### src/hdl/nmsm_pkg.sv
`default_nettype none
package nmsm_pkg;

	localparam int MAG_W  = 31;
	localparam int WORD_W = 32;
	localparam int CFG_W  = 5;
	localparam int ADDR_W = 3;

	localparam logic [CFG_W-1:0] UNIT_SIZE_RST  = CFG_W'(4);
	localparam logic [CFG_W-1:0] KEEP_COUNT_RST = CFG_W'(2);

	typedef enum logic [0:0] {
		REG_UNIT_SIZE  = 1'b0,
		REG_KEEP_COUNT = 1'b1
	} reg_idx_t;

	// per-cycle command broadcast to every cell of the chain
	typedef struct packed {
		logic insert;  // a weight is taken this cycle
		logic shift;   // chain moves one cell toward the output
	} cell_ctrl_t;

endpackage
`default_nettype wire

### src/hdl/nm_sparsity_mask_generator_unit.sv
`default_nettype none
// N:M structured sparsity mask generator. Float weights arrive one per cycle and
// are collected in a chain of MAX_UNIT cells; each cell keeps one magnitude (sign
// bit dropped) and a count of the unit's elements that outrank it, updated by a
// broadcast compare as every weight enters, ties going to the earlier element.
// While a unit fills, one weight is taken each cycle. The weight that completes a
// unit (unit_size reached, or array_end set) starts an emission: the chain shifts
// toward the output register and sends one keep bit per cycle unless out_stall
// holds it, oldest element first, and input is stalled. unit_size is checked as
// each weight is taken, keep_count as each keep bit forms. The user must see that
// configuration is written through the APB port while idle; not enforced here.
module nm_sparsity_mask_generator_unit #(
	parameter int MAX_UNIT = 16
) (
	input  wire logic                          clk,
	input  wire logic                          arst_n,
	// configuration
	input  wire logic                          psel,
	input  wire logic                          penable,
	input  wire logic                          pwrite,
	input  wire logic [nmsm_pkg::ADDR_W-1:0]   paddr,
	input  wire logic [nmsm_pkg::WORD_W-1:0]   pwdata,
	output logic [nmsm_pkg::WORD_W-1:0]        prdata,
	output logic                               pready,
	// weight input
	input  wire logic                          in_valid,
	output logic                               in_stall,
	input  wire logic [nmsm_pkg::WORD_W-1:0]   weight_bits,
	input  wire logic                          array_end,
	// mask output
	output logic                               out_valid,
	input  wire logic                          out_stall,
	output logic                               keep_bit,
	output logic                               unit_last,
	output logic                               array_last
);
	import nmsm_pkg::*;

	localparam int CNT_W = $clog2(MAX_UNIT + 1);

	logic [CFG_W-1:0]  unit_size_q;
	logic [CFG_W-1:0]  keep_count_q;
	logic [CNT_W-1:0]  fill_q;
	logic              emitting_q;
	logic              arr_end_q;
	logic              out_valid_q;
	logic              keep_bit_q;
	logic              unit_last_q;
	logic              array_last_q;

	logic              cfg_wr;
	logic              in_fire;
	logic              emit_fire;
	logic              unit_close;
	logic [31:0]       eff_unit;
	logic [MAG_W-1:0]  new_mag;
	logic [CNT_W-1:0]  new_ahead;
	cell_ctrl_t        ctrl;

	logic [MAX_UNIT:0]   cell_valid;
	logic [MAG_W-1:0]    cell_mag   [MAX_UNIT+1];
	logic [CNT_W-1:0]    cell_ahead [MAX_UNIT+1];
	logic [MAX_UNIT-1:0] cell_ge;

	// ---------------- configuration ----------------
	assign pready = 1'b1;
	assign cfg_wr = psel && penable && pwrite && pready;

	always_ff @(posedge clk or negedge arst_n) begin
		if (!arst_n) begin
			unit_size_q  <= UNIT_SIZE_RST;
			keep_count_q <= KEEP_COUNT_RST;
		end else if (cfg_wr) begin
			unique case (reg_idx_t'(paddr[2]))
				REG_UNIT_SIZE:  unit_size_q  <= pwdata[CFG_W-1:0];
				REG_KEEP_COUNT: keep_count_q <= pwdata[CFG_W-1:0];
				default: ;
			endcase
		end
	end

	always_comb begin
		unique case (reg_idx_t'(paddr[2]))
			REG_UNIT_SIZE:  prdata = {{(WORD_W-CFG_W){1'b0}}, unit_size_q};
			REG_KEEP_COUNT: prdata = {{(WORD_W-CFG_W){1'b0}}, keep_count_q};
			default:        prdata = '0;
		endcase
	end

	always_comb begin
		if (unit_size_q == '0) begin
			eff_unit = 32'd1;
		end else if (32'(unit_size_q) > 32'(MAX_UNIT)) begin
			eff_unit = 32'(MAX_UNIT);
		end else begin
			eff_unit = 32'(unit_size_q);
		end
	end

	// ---------------- cell chain ----------------
	assign in_stall   = emitting_q;
	assign in_fire    = in_valid && !in_stall;
	assign emit_fire  = emitting_q && (!out_valid_q || !out_stall);
	assign unit_close = array_end || ((32'(fill_q) + 32'd1) >= eff_unit);
	assign new_mag    = weight_bits[MAG_W-1:0];
	assign new_ahead  = CNT_W'($countones(cell_ge));

	assign ctrl.insert = in_fire;
	assign ctrl.shift  = emit_fire;

	assign cell_valid[MAX_UNIT] = 1'b0;
	assign cell_mag[MAX_UNIT]   = '0;
	assign cell_ahead[MAX_UNIT] = '0;

	for (genvar i = 0; i < MAX_UNIT; i++) begin : g_cell
		logic prev_v;
		if (i == 0) begin : g_head
			assign prev_v = 1'b1;
		end else begin : g_body
			assign prev_v = cell_valid[i-1];
		end

		nmsm_cell #(
			.CNT_W (CNT_W)
		) u_cell (
			.clk        (clk),
			.arst_n     (arst_n),
			.ctrl       (ctrl),
			.new_mag    (new_mag),
			.new_ahead  (new_ahead),
			.prev_valid (prev_v),
			.next_valid (cell_valid[i+1]),
			.next_mag   (cell_mag[i+1]),
			.next_ahead (cell_ahead[i+1]),
			.valid      (cell_valid[i]),
			.mag        (cell_mag[i]),
			.ahead      (cell_ahead[i]),
			.ge         (cell_ge[i])
		);
	end

	// ---------------- control and output register ----------------
	always_ff @(posedge clk or negedge arst_n) begin
		if (!arst_n) begin
			fill_q       <= '0;
			emitting_q   <= 1'b0;
			arr_end_q    <= 1'b0;
			out_valid_q  <= 1'b0;
			keep_bit_q   <= 1'b0;
			unit_last_q  <= 1'b0;
			array_last_q <= 1'b0;
		end else begin
			if (in_fire) begin
				if (unit_close) begin
					fill_q     <= '0;
					emitting_q <= 1'b1;
					arr_end_q  <= array_end;
				end else begin
					fill_q <= fill_q + CNT_W'(1);
				end
			end

			if (emit_fire) begin
				out_valid_q  <= 1'b1;
				keep_bit_q   <= 32'(cell_ahead[0]) < 32'(keep_count_q);
				unit_last_q  <= !cell_valid[1];
				array_last_q <= !cell_valid[1] && arr_end_q;
				if (!cell_valid[1]) begin
					emitting_q <= 1'b0;
				end
			end else if (out_valid_q && !out_stall) begin
				out_valid_q <= 1'b0;
			end
		end
	end

	assign out_valid  = out_valid_q;
	assign keep_bit   = keep_bit_q;
	assign unit_last  = unit_last_q;
	assign array_last = array_last_q;

	// ---------------- assertions ----------------
	a_fill_matches_chain: assert property (@(posedge clk) disable iff (!arst_n)
		32'(fill_q) == 32'($countones(cell_valid)) || emitting_q)
		else $error("fill count disagrees with occupied cells");

	a_emit_has_data: assert property (@(posedge clk) disable iff (!arst_n)
		emitting_q |-> cell_valid[0])
		else $error("emission with an empty chain");

	a_emit_ends: assert property (@(posedge clk) disable iff (!arst_n)
		(emit_fire && !cell_valid[1]) |=> (!emitting_q && !cell_valid[0]))
		else $error("chain not drained after final mask bit");

	a_array_last_closes_unit: assert property (@(posedge clk) disable iff (!arst_n)
		(out_valid_q && array_last_q) |-> unit_last_q)
		else $error("array end flagged inside a unit");

endmodule
`default_nettype wire

### src/hdl/nmsm_cell.sv
`default_nettype none
module nmsm_cell #(
	parameter int CNT_W = 5
) (
	input  wire logic                        clk,
	input  wire logic                        arst_n,
	input  wire nmsm_pkg::cell_ctrl_t        ctrl,
	input  wire logic [nmsm_pkg::MAG_W-1:0]  new_mag,
	input  wire logic [CNT_W-1:0]            new_ahead,
	input  wire logic                        prev_valid,
	input  wire logic                        next_valid,
	input  wire logic [nmsm_pkg::MAG_W-1:0]  next_mag,
	input  wire logic [CNT_W-1:0]            next_ahead,
	output logic                             valid,
	output logic [nmsm_pkg::MAG_W-1:0]       mag,
	output logic [CNT_W-1:0]                 ahead,
	output logic                             ge
);
	import nmsm_pkg::*;

	logic                 valid_q;
	logic [MAG_W-1:0]     mag_q;
	logic [CNT_W-1:0]     ahead_q;
	logic                 load_here;

	// first empty cell of the chain takes the new weight
	assign load_here = ctrl.insert && prev_valid && !valid_q;
	// held element ranks ahead of the newcomer on ties (it came earlier)
	assign ge        = valid_q && (mag_q >= new_mag);

	always_ff @(posedge clk or negedge arst_n) begin
		if (!arst_n) begin
			valid_q <= 1'b0;
		end else if (ctrl.shift) begin
			valid_q <= next_valid;
		end else if (load_here) begin
			valid_q <= 1'b1;
		end
	end

	always_ff @(posedge clk) begin
		if (ctrl.shift) begin
			mag_q   <= next_mag;
			ahead_q <= next_ahead;
		end else if (load_here) begin
			mag_q   <= new_mag;
			ahead_q <= new_ahead;
		end else if (ctrl.insert && valid_q && (new_mag > mag_q)) begin
			ahead_q <= ahead_q + CNT_W'(1);
		end
	end

	assign valid = valid_q;
	assign mag   = mag_q;
	assign ahead = ahead_q;

endmodule
`default_nettype wire

### config.mk
export PLATFORM = sky130hd
export DESIGN_NAME = nm_sparsity_mask_generator_unit
export DESIGN_NICKNAME = d
export VERILOG_FILES = /design/src/hdl/nmsm_pkg.sv /design/src/hdl/nm_sparsity_mask_generator_unit.sv /design/src/hdl/nmsm_cell.sv
export SDC_FILE = /design/constraint.sdc
export NUM_CORES = 2
export LEC_CHECK = 0
export BUFFER_PORTS_ARGS = -buffer_cell sky130_fd_sc_hd__buf_2
export CAP_MARGIN = 10
export CORE_MARGIN = 3
export CORE_UTILIZATION = 64
export DETAILED_ROUTE_END_ITERATION = 6
export PLACE_DENSITY = 0.82
export RECOVER_POWER = 25
export SETUP_SLACK_MARGIN = 0.15
export SLEW_MARGIN = 20
export SYNTH_ARGS = -nofsm -noshare
export SYNTH_HDL_FRONTEND = slang
export SYNTH_SLANG_ARGS = --single-unit
### constraint.sdc
create_clock -name clk -period 7.1 [get_ports clk]
set_clock_uncertainty 0.2 [all_clocks]
set_input_delay 0.71 -clock clk [delete_from_list [all_inputs] [get_ports clk]]
set_output_delay 0.71 -clock clk [all_outputs]
set_load 0.02 [all_outputs]
==> impl_metrics.py <==
metrics = {
    "critical_path": {
        "cp_slowest_stage_delay_ps": 560,
        "r2r-end": "g_cell[3].u_cell.mag[2]",
        "path_buf_inv": 5,
        "worstSetupPathType": "in -> reg",
        "required_ps": 7130,
        "cp-end-kind": "register",
        "cp.depth": 23,
        "start_kind": "primary input",
        "cp_data_arrival_time_ps": 6580,
        "worstPathMaxFanout": 8,
        "rrSetupSlack_ps": 560,
        "crit_path_frequent_cell": "fa_1",
        "worst_path_max_delay_cell": "fa_1",
        "r2r_cells": 5,
        "r2r-start": "in_stall",
        "critical_path.top_delay_family": "adder cells",
        "crit_chain": "buf_2 -> inv_1 -> ha_1 -> and3_1 -> a221oi_1 -> a21oi_1 -> a2111oi_0 -> buf_4 -> o221ai_1 -> o21ai_0 -> fa_1 -> fa_1 -> fa_1 -> fa_1 -> inv_1 -> ha_1 -> a21o_1 -> a21oi_1 -> xor2_1 -> buf_4 -> nor2_1 -> a21oi_1 -> o21ai_0",
    },
    "placed_design": {
        "dp.cells": 4456,
        "hpwlAfterDp_mm": 75.3,
        "io_buffers": 54,
        "place_congestion": 0.969,
        "dp_slack_ps": -212,
    },
    "route": {
        "wire_per_inst_um": 23.3,
        "drt_iter0_drc": 3729,
        "wirelength_mm": 107,
        "firstDrtPassIters": 6,
        "route.detailed.drc": 0,
        "drt.antenna.violating_nets": 0,
        "dr_total_vias": 29589,
        "post_drt_via_cell_ratio": 6.46,
    },
    "finish": {
        "regArea_um2": 17900,
        "final_cell_count_no_fill": 4583,
        "num_antenna_cells": 0,
        "fillCellCount": 3964,
        "multi_input_area_um2": 18100,
        "area_growth_pct": 10.5,
        "fin_nets": 4383,
        "layout-drive-gt1-share": 0.0802,
    },
    "floorplan": {
        "die_y_um": 246,
        "initial_utilization": 0.652,
        "row_count": 87,
        "core_area_um2": 56700,
        "num_io_pins": 113,
        "dieWidth_um": 246,
        "die_area_um2": 60700,
    },
    "yosys": {
        "post-synth-top-area-cell": "edfxtp_1",
        "synth_area_um2": 37000,
        "ys_top_cells_by_area": "edfxtp_1 (44%), ha_1 (18%), nand2_1 (11%)",
        "synth.ff_latch_count": 613,
        "synth_cell_types": 74,
        "syn_inst": 3654,
        "synth_edf_count": 540,
        "yosys_most_used_dff": "edfxtp_1",
        "synth_top_cell_area_share": 0.439,
        "seq_area_frac_synth": 0.483,
        "synth.most_common_cell": "nand2_1",
        "synth_warnings": 0,
        "synth_common_cells": "nand2_1 (1114), edfxtp_1 (540), ha_1 (527)",
        "async_flop_share": 0.0604,
        "syn_area_per_cell_um2": 10.1,
    },
    "power": {
        "design_power_total_uw": 21400,
        "powerDensity_nw_per_um2": 523,
        "p_leak_uw": 0.0188,
        "vdd_drop_max_mv": 1.03,
    },
    "global_route": {
        "grt_pass1_vias": 28738,
        "grt_max_degree": 225,
        "grt_antenna_before_repair": 1,
        "gr-total-overflow": 0,
        "grt_pass1_wl_mm": 163,
        "gr-usage-all-layers": 0.353,
    },
    "timing": {
        "hold-worst-slack_ps": 129,
        "fmax_mhz": 153,
        "worst_slack_ps": 544,
        "drv_slew": 420,
        "min_period_ps": 6560,
        "relSlewSlack": -1.22,
        "min_period_over_period": 0.923,
        "rsz0062_at_grt": "no",
        "finalSetupViolations": 0,
        "worstMarginPinSlew_ps": 3320,
        "hold_viol": 0,
    },
    "clocking": {
        "clk_pin_slew_worst_paths_ps": 60,
        "clock-root-buffer": "clkbuf_16",
        "cts_buffer_depth": 3,
        "clock_sinks": 613,
        "clkLatencyLatePin_ps": 630,
        "cts_tree": "done",
        "htree_num_levels": 3,
        "numCtsBuffers": 69,
    },
    "run": {
        "maxCapViolCount": 8,
    },
    "run_status": {
        "outcome": "complete, but fails checks",
        "violations": "max-capacitance violations, max-slew violations",
    },
    "worst_hold_path": {
        "whs_path_depth": 3,
        "whs_endpoint": "out_valid",
        "min-delay-start": "out_stall",
        "hp-class": "in -> reg",
    },
}
[cell families (layout without fill, tap and decap cells)]
| kind of cell | Yosys count | in the layout | share of synthesized area |
|---|---|---|---|
| compound gates | 662 | 662 | 0.114 |
| xor+xnor | 51 | 51 | 0.0121 |
| fa+ha+maj | 537 | 537 | 0.184 |
| buf+inv | 251 | 398 | 0.0286 |
| flops | 613 | 613 | 0.483 |
| mux | 16 | 16 | 0.00484 |
| other cells | 2 | 28 | 0.000203 |
| simple gates | 1522 | 1522 | 0.173 |
[through the flow]
stage               TNS [ps]   util  cell area [um2]
floorplan                  0      -            37100
global route               0  0.720            40800
global placement        -564  0.681            38600
CTS                        0  0.721            40900
finish                     0  0.720            40800
detailed placement     -4920  0.681            38600
[worst max-delay path by stage]
stage / startpoint / to / slack [ps]
2_1_floorplan: weight_bits[30] / g_cell[12].u_cell.ahead[3] / 570
3_3_place_gp: weight_bits[24] / g_cell[0].u_cell.ahead[3] / -60
6_report: weight_bits[6] / g_cell[11].u_cell.ahead[3] / 540
3_5_place_dp: weight_bits[24] / g_cell[8].u_cell.ahead[4] / -210
4_1_cts: weight_bits[24] / g_cell[8].u_cell.ahead[4] / 390
5_1_grt: weight_bits[6] / g_cell[11].u_cell.ahead[3] / 170
[sequential cells by signal (all words and copies together), names as in the netlist]
register,flops
keep_count_q,5
g_cell.u_cell.ahead,80
keep_bit,1
g_cell.u_cell.mag,496
unit_last,1
out_valid,1
fill_q,5
arr_end_q,1
unit_size_q,5
in_stall,1
array_last,1
g_cell.u_cell.valid,16
[where the power goes]
group          internal, uW  switching (uW)  total [uW]
combinational          3730            6470       10200
sequential             6380            1130        7500
clock                  2150            1510        3660
[worst min-delay path, delay by kind of cell]
family	cells	cell delay, ps
simple gates	2	130
buf+inv	1	70
[area by class of cell]
class / count / area share
flip-flops and latches: 613 / 0.437
inverters: 90 / 0.00827
clock inverters: 34 / 0.00879
repair buffers: 181 / 0.0313
multi-input cells: 2816 / 0.444
well taps: 756 / 0.0232
clock buffers: 93 / 0.0468
[metal layers]
metal,wire [um],vias to the layer above,global-route usage
li1,-,13363,-
met4,7010,2,0.205
met3,12300,296,0.0652
met2,46200,1778,0.528
met1,41500,14150,0.483
met5,14,-,0
[cell usage in the layout (no fill, tap or decap), types with 36 or more instances in the layout]
cell type and instances:
nand3_1 66, buf_4 111, o21ai_0 125, clkbuf_1 37, nor2_1 112, buf_2 42
edfxtp_1 540, nand4_1 95, a21o_1 171, ha_1 527, inv_1 83, a21oi_1 205
nand2_1 1111, dfxtp_1 36, clkbuf_16 72
[what timing repair did]
item	4_1_cts	5_1_grt
hold buffers	0	0
resized for setup	0	1
setup buffers	0	0
setup endpoints to repair	0	1
Power figures use the tool's default switching activity.
